<file path="config.mk">
export PLATFORM = sky130hd
export DESIGN_NAME = weighted_edge_list_table_top
export DESIGN_NICKNAME = d
export VERILOG_FILES = /design/src/welt_pkg.sv /design/src/welt_ctrl.sv /design/src/welt_datapath.sv /design/src/weighted_edge_list_table_top.sv
export VERILOG_INCLUDE_DIRS = /design/src /design/src/src
export SDC_FILE = /design/constraint.sdc
export NUM_CORES = 2
export LEC_CHECK = 0
export ABC_AREA = 1
export ABC_CLOCK_PERIOD_IN_PS = 5330
export BUFFER_PORTS_ARGS = -buffer_cell sky130_fd_sc_hd__buf_2
export CAP_MARGIN = 15
export CELL_PAD_IN_SITES_DETAIL_PLACEMENT = 1
export CELL_PAD_IN_SITES_GLOBAL_PLACEMENT = 1
export CORE_ASPECT_RATIO = 0.6
export CORE_MARGIN = 4
export CORE_UTILIZATION = 38
export DETAILED_ROUTE_END_ITERATION = 8
export HOLD_SLACK_MARGIN = 0.12
export PLACE_DENSITY_LB_ADDON = 0.1
export RECOVER_POWER = 100
export SETUP_SLACK_MARGIN = 0.3
export SLEW_MARGIN = 20
export SYNTH_ARGS = -nofsm -noshare
export SYNTH_HDL_FRONTEND = slang
export SYNTH_SLANG_ARGS = --single-unit
export TNS_END_PERCENT = 50
</file>
<file path="constraint.sdc">
create_clock -name clk -period 5.33 [get_ports clk]
set_input_delay 1.066 -clock clk [delete_from_list [all_inputs] [get_ports clk]]
set_output_delay 1.066 -clock clk [all_outputs]
set_load 0.005 [all_outputs]
</file>
<file path="src/weighted_edge_list_table_top_assert.svh">
// Assertion macros shared by the weighted edge list table RTL.
// Each macro expects signals named clk and rst_n in the including module.
`ifndef WEIGHTED_EDGE_LIST_TABLE_TOP_ASSERT_SVH
`define WEIGHTED_EDGE_LIST_TABLE_TOP_ASSERT_SVH

// The consequent must hold in the same cycle as the antecedent.
`define WELT_ASSERT_SAME(label, ante, cons, msg) \
  label: assert property (@(posedge clk) disable iff (!rst_n) (ante) |-> (cons)) \
    else $error(msg);

// The consequent must hold in the cycle after the antecedent.
`define WELT_ASSERT_NEXT(label, ante, cons, msg) \
  label: assert property (@(posedge clk) disable iff (!rst_n) (ante) |=> (cons)) \
    else $error(msg);

`endif

</file>
<file path="src/welt_pkg.sv">
// Package for the weighted edge list table: sizes, operation and status codes,
// and the command and status structs between controller and datapath. No dependencies.
`default_nettype none

package welt_pkg;

  localparam int CAPACITY = 16;
  localparam int ID_BITS  = 16;
  localparam int CNT_W    = $clog2(CAPACITY + 1);
  localparam int IDX_W    = $clog2(CAPACITY);

  localparam logic [CNT_W-1:0] CAP_CNT = CNT_W'(CAPACITY);

  typedef enum logic [2:0] {
    FUNC_ADD_EDGE      = 3'd0,
    FUNC_REMOVE_EDGE   = 3'd1,
    FUNC_REMOVE_VERTEX = 3'd2,
    FUNC_OFFSET_IDS    = 3'd3,
    FUNC_READ_ENTRY    = 3'd4
  } func_t;

  typedef enum logic [2:0] {
    STAT_OK        = 3'd0,
    STAT_DUPLICATE = 3'd1,
    STAT_NOT_FOUND = 3'd2,
    STAT_FULL      = 3'd3,
    STAT_BAD_INDEX = 3'd4
  } status_t;

  typedef struct packed {
    logic load;
    logic purge;
    logic finish;
  } ctrl_cmd_t;

  typedef struct packed {
    logic purge_pending;
    logic out_busy;
  } dp_stat_t;

endpackage

`default_nettype wire

</file>
<file path="src/welt_ctrl.sv">
// Controller state machine for the weighted edge list table.
// Depends on welt_pkg for the command and status structs.
`default_nettype none

module welt_ctrl import welt_pkg::*; (
  input  wire logic      clk,
  input  wire logic      rst_n,
  input  wire logic      in_tvalid,
  output logic           in_tready,
  input  wire dp_stat_t  dp_stat,
  output ctrl_cmd_t      cmd
);

  typedef enum logic [1:0] {
    S_IDLE = 2'b01,
    S_EXEC = 2'b10
  } state_t;

  state_t state_r, state_nxt;

  assign in_tready = (state_r == S_IDLE);

  always_comb begin
    state_nxt  = state_r;
    cmd        = '0;
    unique case (state_r)
      S_IDLE: begin
        if (in_tvalid) begin
          cmd.load  = 1'b1;
          state_nxt = S_EXEC;
        end
      end
      S_EXEC: begin
        if (dp_stat.purge_pending) begin
          cmd.purge = 1'b1;
        end else if (!dp_stat.out_busy) begin
          cmd.finish = 1'b1;
          state_nxt  = S_IDLE;
        end
      end
      default: begin
        state_nxt = S_IDLE;
      end
    endcase
  end

  always_ff @(posedge clk) begin
    if (!rst_n) begin
      state_r <= S_IDLE;
    end else begin
      state_r <= state_nxt;
    end
  end

endmodule

`default_nettype wire

</file>
<file path="src/welt_datapath.sv">
// Datapath of the weighted edge list table: the row of edge cells, the edge count
// and the result register. Depends on welt_pkg and the assertion macro header.
`default_nettype none
`include "weighted_edge_list_table_top_assert.svh"

module welt_datapath import welt_pkg::*; (
  input  wire logic               clk,
  input  wire logic               rst_n,
  input  wire ctrl_cmd_t          cmd,
  output dp_stat_t                dp_stat,
  input  wire logic [2:0]         func,
  input  wire logic [15:0]        node_id,
  input  wire logic signed [15:0] edge_weight,
  input  wire logic signed [16:0] id_offset,
  input  wire logic [3:0]         entry_index,
  output logic                    out_valid,
  input  wire logic               out_ready,
  output logic [2:0]              status,
  output logic [15:0]             neighbor_out,
  output logic signed [15:0]      weight_out,
  output logic [4:0]              edge_count
);

  logic [2:0]               func_r;
  logic [ID_BITS-1:0]       id_r;
  logic signed [15:0]       wt_r;
  logic signed [16:0]       off_r;
  logic [3:0]               idx_r;

  logic [ID_BITS-1:0]       ids_r [CAPACITY];
  logic [ID_BITS-1:0]       ids_nxt [CAPACITY];
  logic [15:0]              wts_r [CAPACITY];
  logic [15:0]              wts_nxt [CAPACITY];
  logic [CNT_W-1:0]         count_r, count_nxt;

  logic                     out_valid_r, out_valid_nxt;
  status_t                  status_r, status_nxt;
  logic [15:0]              nb_r, nb_nxt;
  logic [15:0]              wo_r, wo_nxt;
  logic [CNT_W-1:0]         cnt_out_r;

  logic [CAPACITY-1:0]      match;
  logic [CAPACITY-1:0]      first_hit;
  logic [CAPACITY-1:0]      at_or_after;
  logic                     any_match;
  logic [ID_BITS-1:0]       off_ext;
  logic [IDX_W-1:0]         idx_sel;

  always_comb begin
    for (int k = 0; k < CAPACITY; k++) begin
      match[k] = (CNT_W'(k) < count_r) && (ids_r[k] == id_r);
    end
  end

  // Isolate the lowest match, then mark it and every cell above it.
  assign first_hit   = match & (~match + CAPACITY'(1));
  assign at_or_after = ~(first_hit - CAPACITY'(1));
  assign any_match   = |match;
  assign off_ext     = ID_BITS'(off_r);
  assign idx_sel     = IDX_W'(idx_r);

  assign dp_stat.purge_pending = (func_r == FUNC_REMOVE_VERTEX) && any_match;
  assign dp_stat.out_busy      = out_valid_r && !out_ready;

  always_comb begin
    ids_nxt    = ids_r;
    wts_nxt    = wts_r;
    count_nxt  = count_r;
    status_nxt = STAT_OK;
    nb_nxt     = '0;
    wo_nxt     = '0;

    if (cmd.purge || (cmd.finish && (func_r == FUNC_REMOVE_EDGE) && any_match)) begin
      for (int k = 0; k < CAPACITY - 1; k++) begin
        if (at_or_after[k]) begin
          ids_nxt[k] = ids_r[k + 1];
          wts_nxt[k] = wts_r[k + 1];
        end
      end
      count_nxt = count_r - CNT_W'(1);
    end

    if (cmd.finish) begin
      unique case (func_r)
        FUNC_ADD_EDGE: begin
          if (any_match) begin
            status_nxt = STAT_DUPLICATE;
          end else if (count_r == CAP_CNT) begin
            status_nxt = STAT_FULL;
          end else begin
            for (int k = 0; k < CAPACITY; k++) begin
              if (CNT_W'(k) == count_r) begin
                ids_nxt[k] = id_r;
                wts_nxt[k] = wt_r;
              end
            end
            count_nxt = count_r + CNT_W'(1);
          end
        end
        FUNC_REMOVE_EDGE: begin
          if (!any_match) begin
            status_nxt = STAT_NOT_FOUND;
          end
        end
        FUNC_REMOVE_VERTEX: begin
          for (int k = 0; k < CAPACITY; k++) begin
            if ((CNT_W'(k) < count_r) && (ids_r[k] > id_r)) begin
              ids_nxt[k] = ids_r[k] - ID_BITS'(1);
            end
          end
        end
        FUNC_OFFSET_IDS: begin
          for (int k = 0; k < CAPACITY; k++) begin
            ids_nxt[k] = ids_r[k] + off_ext;
          end
        end
        FUNC_READ_ENTRY: begin
          if (32'(idx_r) < 32'(count_r)) begin
            nb_nxt = 16'(ids_r[idx_sel]);
            wo_nxt = wts_r[idx_sel];
          end else begin
            status_nxt = STAT_BAD_INDEX;
          end
        end
        default: begin
          status_nxt = STAT_OK;
        end
      endcase
    end

    out_valid_nxt = cmd.finish || (out_valid_r && !out_ready);
  end

  always_ff @(posedge clk) begin
    if (!rst_n) begin
      count_r     <= '0;
      out_valid_r <= 1'b0;
    end else begin
      count_r     <= count_nxt;
      out_valid_r <= out_valid_nxt;
    end
  end

  always_ff @(posedge clk) begin
    ids_r <= ids_nxt;
    wts_r <= wts_nxt;
    if (cmd.load) begin
      func_r <= func;
      id_r   <= ID_BITS'(node_id);
      wt_r   <= edge_weight;
      off_r  <= id_offset;
      idx_r  <= entry_index;
    end
    if (cmd.finish) begin
      status_r  <= status_nxt;
      nb_r      <= nb_nxt;
      wo_r      <= wo_nxt;
      cnt_out_r <= count_nxt;
    end
  end

  assign out_valid    = out_valid_r;
  assign status       = 3'(status_r);
  assign neighbor_out = nb_r;
  assign weight_out   = wo_r;
  assign edge_count   = 5'(cnt_out_r);

  `WELT_ASSERT_SAME(a_count_bound, 1'b1, count_r <= CAP_CNT, "edge count above capacity")
  `WELT_ASSERT_SAME(a_purge_needs_match, cmd.purge, any_match, "purge step without a match")
  `WELT_ASSERT_NEXT(a_purge_shrinks, cmd.purge, count_r == $past(count_r) - CNT_W'(1),
    "purge step did not drop one edge")
  `WELT_ASSERT_SAME(a_finish_slot_free, cmd.finish, !(out_valid_r && !out_ready),
    "result written over a beat not yet taken")

endmodule

`default_nettype wire

</file>
<file path="src/weighted_edge_list_table_top.sv">
// Channel    Dir  Width  Contents
// in_        in   56     func, node_id, edge_weight, id_offset, entry_index
// out_       out  40     status, neighbor_out, weight_out, edge_count
//
// One beat is taken while the controller is idle: a load step, then an execute step
// in the row of edge cells that waits while the last result is not taken. Removing a
// vertex adds a compaction per deleted edge; each cell compaction drops the first match.
// The result register frees the input side while a result waits on out_tready.
// Reset (rst_n low, synchronous) empties the table; stored entries keep no reset.
// Top level of the weighted edge list table; depends on welt_pkg, welt_ctrl, welt_datapath.
`default_nettype none

module weighted_edge_list_table_top import welt_pkg::*; (
  input  wire logic        clk,
  input  wire logic        rst_n,
  input  wire logic        in_tvalid,
  output logic             in_tready,
  // Fields from bit 0: func[2:0], node_id[15:0], edge_weight[15:0],
  // id_offset[16:0], entry_index[3:0].
  input  wire logic [55:0] in_tdata,
  output logic             out_tvalid,
  input  wire logic        out_tready,
  // Fields from bit 0: status[2:0], neighbor_out[15:0], weight_out[15:0],
  // edge_count[4:0].
  output logic [39:0]      out_tdata
);

  ctrl_cmd_t          cmd;
  dp_stat_t           dp_stat;
  logic [2:0]         status;
  logic [15:0]        neighbor_out;
  logic signed [15:0] weight_out;
  logic [4:0]         edge_count;

  welt_ctrl u_ctrl (
    .clk       (clk),
    .rst_n     (rst_n),
    .in_tvalid (in_tvalid),
    .in_tready (in_tready),
    .dp_stat   (dp_stat),
    .cmd       (cmd)
  );

  welt_datapath u_datapath (
    .clk          (clk),
    .rst_n        (rst_n),
    .cmd          (cmd),
    .dp_stat      (dp_stat),
    .func         (in_tdata[2:0]),
    .node_id      (in_tdata[18:3]),
    .edge_weight  (in_tdata[34:19]),
    .id_offset    (in_tdata[51:35]),
    .entry_index  (in_tdata[55:52]),
    .out_valid    (out_tvalid),
    .out_ready    (out_tready),
    .status       (status),
    .neighbor_out (neighbor_out),
    .weight_out   (weight_out),
    .edge_count   (edge_count)
  );

  assign out_tdata = {edge_count, weight_out, neighbor_out, status};

endmodule

`default_nettype wire
</file>
==> reports/qor.txt <==
Hold buffer count at cts -> 0
Post-route minimum period -> 5110 ps
Core region area -> 150000 um2
Max stage delay on crit path -> 480 ps
Footprint of the multi-input gates -> 38700 um2
Most common cell after layout, fill and taps aside -> nand2_1
Via count -> 67600
CTS tree -> yes
Skew-Pair Late Insertion Delay -> 720 ps
Commonest cells after routing, fill and taps aside -> 2080 x nand2_1, 1131 x o21ai_0, 937 x a21oi_1
Global-route wire length before repair -> 446000 um
Clock skew -> 33.6 ps
Clock tree root buffer cell -> clkbuf_16
CP arrival -> 5700 ps
Hold path depth -> 0
Antenna violations before repair -> 24
Largest net degree at the start of global routing -> 157
Vias in the first global route -> 63800
Max Fclk -> 196 MHz
Final Cell Area -> 63000 um2
Worst setup path class -> register to register
Worst path bufs/invs -> 6
Outcome -> finished, violations left
Yosys Warn Count -> 0
Final wirelength -> 310000 um
EDFF count, synth -> 127
Crit path required time -> 5920 ps
Family with the most delay on the worst path -> simple AND/OR/NAND/NOR gates
Post-synthesis async set-or-reset flop share -> 0%
CP max FO -> 32
Failing checks -> max-capacitance violations, max-slew violations
DRC Markers -> 0
Nets -> 9631
Netlist cell types -> 57
DP Area -> 60600 um2
Initial detailed-routing violation count -> 9050
Ports -> 102
Syn avg cell area -> 6.34 um2
Clk sinks -> 615
Max_slew headroom -> -78.9%
Worst-path cell chain -> clkinv_1 -> buf_4 -> ha_1 -> nand2_1 -> nor2_1 -> nand2_1 -> nor2_1 -> nand2_1 -> nand2_1 -> nor2_1 -> nand4_1 -> buf_4 -> buf_12 -> nand3_1 -> buf_4 -> nand2_1 -> o21ai_0 -> o21ai_0 -> inv_1
H-tree depth -> 3
Routability cong. -> 0.979
Hold Path Class -> register to register
Register area -> 13600 um2
Syn Inst Count -> 9072
Area growth syn-to-layout -> 9.57%
Clock Path Buffers -> 3
Num rows -> 110
Vias per cell -> 6.08
Die Ht -> 309 um
Worst Setup Start Kind -> register
Mapped Area -> 57500 um2
Syn_nets -> 9667
Tot GR Track Use -> 38.0%
Final setup TNS -> 0 ps
Die X -> 510 um
Pwr Density -> 287 nW/um2
CP most frequent cell -> nand2_1
Final Max Slew Viols -> 78
Grt total ovfl -> 0
Seq cells post-synth -> 615
Final Hold Fails -> 0
Worst-path clk slew -> 70 ps
LEAKAGE -> 28.9 nW
Final non-filler cell total -> 11100
Remaining antenna violation count -> 0
Worst Max-Slew Pin Slew -> 2680 ps
Die area -> 158000 um2
R2R depth -> 19
Crit. path cell count -> 19
CTS buffer count -> 75
Max cap viols -> 2
Sequential area share after synthesis -> 23.6%
Wirelength per Cell -> 27.9 um
Dpl cells -> 11000
Layout cells sized above 1 -> 5.63%
CP max stage cell -> nor2_1
Peak supply drop -> 279 uV
Fillers -> 19800
Pre-CTS setup slack -> 424 ps
Fin crit share -> 96.0%
Initial Utilization -> 38.3%
Crit. End Element -> register
PortBufs -> 100
HPWL after detailed placement -> 229000 um
Hold WS -> 453 ps
Setup violations, final -> 0
Primary FF master, synth -> dfxtp_1
Drt pass-1 iters -> 7
Setup WS post-layout -> 215 ps
RSZ-0062 raised after global routing -> false
-- worst register-to-register path, delay by kind of cell, from the launching register on --
family	cells	cell delay [ps]
DFF	1	420
and+or+nand+nor	10	2180
buffers and inverters	6	1770
AOI/OAI and AO/OA	2	290
adders and majority gates	1	350
-- routing by layer --
metal / global-route usage, % / vias to the layer above / part of all wire (%)
met2: 50.6 / 3292 / 37
met5: 0 / - / 0.026
li1: - / 30700 / -
met4: 10.9 / 12 / 3.4
met3: 10.6 / 507 / 12
met1: 58.2 / 33100 / 47
-- Yosys cell counts, types with 15 or more instances --
cell | n | share of area (%)
mux2_2 | 15 | 0.29
inv_1 | 874 | 5.7
a21o_1 | 27 | 0.35
a21boi_0 | 18 | 0.24
ha_1 | 519 | 11
a31oi_1 | 69 | 0.75
nand2_1 | 2079 | 14
edfxtp_1 | 127 | 6.6
o21ai_0 | 1125 | 9.8
a211oi_1 | 38 | 0.50
buf_2 | 118 | 1.0
o21ai_1 | 15 | 0.13
buf_4 | 31 | 0.40
o31ai_1 | 28 | 0.37
clkbuf_1 | 246 | 1.6
a21oi_1 | 937 | 8.2
nor3_1 | 97 | 0.84
buf_1 | 20 | 0.13
dfxtp_1 | 488 | 17
o221ai_1 | 52 | 0.79
o21a_1 | 17 | 0.22
nor2_1 | 869 | 5.7
o22ai_1 | 60 | 0.65
nand4_1 | 67 | 0.73
xor2_1 | 213 | 3.2
or2_2 | 55 | 0.60
fa_1 | 16 | 0.56
o211ai_1 | 135 | 1.8
nand3_1 | 569 | 5.0
xnor2_1 | 28 | 0.43
-- cell families (layout without fill, tap and decap cells) --
| logic type | count (synthesis) | count (layout) | synth area share (%) |
|---|---|---|---|
| AO/OA/AOI/OAI | 2543 | 2543 | 24.0 |
| adder cells (fa/ha/maj) | 535 | 535 | 11.9 |
| multiplexers | 21 | 21 | 0.398 |
| AND/OR/NAND/NOR | 3802 | 3802 | 27.4 |
| buffers and inverters | 1315 | 1339 | 9.09 |
| flip-flops | 615 | 615 | 23.6 |
| other | 0 | 11 | 0 |
| XOR/XNOR | 241 | 241 | 3.67 |
-- registers in the layout, indices dropped and copies added (netlist names), 3 cells and up --
name / count
u_datapath.id_r: 16
u_datapath.ids_r: 256
u_datapath.status: 3
u_datapath.count_r: 5
u_datapath.idx_r: 4
u_datapath.off_r: 16
u_datapath.edge_count: 5
u_datapath.neighbor_out: 16
u_datapath.wt_r: 16
u_datapath.func_r: 3
u_datapath.weight_out: 16
u_datapath.wts_r: 256
-- final cells by class --
cell class | count | share of cell area [%]
Multi-Input combinational cell | 7142 | 61.5
Clock inverter | 40 | 0.683
Timing Repair Buffer | 305 | 3.57
Antenna cell | 11 | 0.0437
Sequential cell | 615 | 21.6
Tap cell | 2016 | 4.00
Inverter | 897 | 5.37
Clock buffer | 97 | 3.30
-- path summary, 6_finish.rpt --
kind	end	from	slack [ps]
worst max-delay path	u_datapath.wts_r[244]$_DFF_P_	u_datapath.id_r[15]$_DFFE_PP_	220
worst min register to register	u_datapath.wts_r[8]$_DFFE_PP_	u_datapath.wt_r[8]$_DFFE_PP_	450
worst min-delay path	u_datapath.wts_r[8]$_DFFE_PP_	u_datapath.wt_r[8]$_DFFE_PP_	450
worst max register to register	u_datapath.wts_r[244]$_DFF_P_	u_datapath.id_r[15]$_DFFE_PP_	220
-- where the power goes --
group | total, mW | switching, mW | internal [mW]
Clock | 5.65 | 2.53 | 3.12
Sequential | 5.81 | 0.728 | 5.09
Combinational | 6.64 | 4.52 | 2.12
Total | 18.1 | 7.78 | 10.3
-- through the flow --
step / power, mW / util [%]
6_report: 18.1 / 42.0
5_1_grt: 19.0 / 41.9
4_1_cts: 17.9 / 42.1
3_5_place_dp: 12.2 / 40.4
3_3_place_gp: 12.0 / 40.4
2_1_floorplan: 9.82 / -
-- what timing repair did --
item / in CTS / in global routing
resized for setup: 0 / 2
endpoints found under the hold margin: 0 / 0
endpoints found under the setup margin: 0 / 102
buffers inserted: 0 / 2
(Power assumes the default switching activity.)
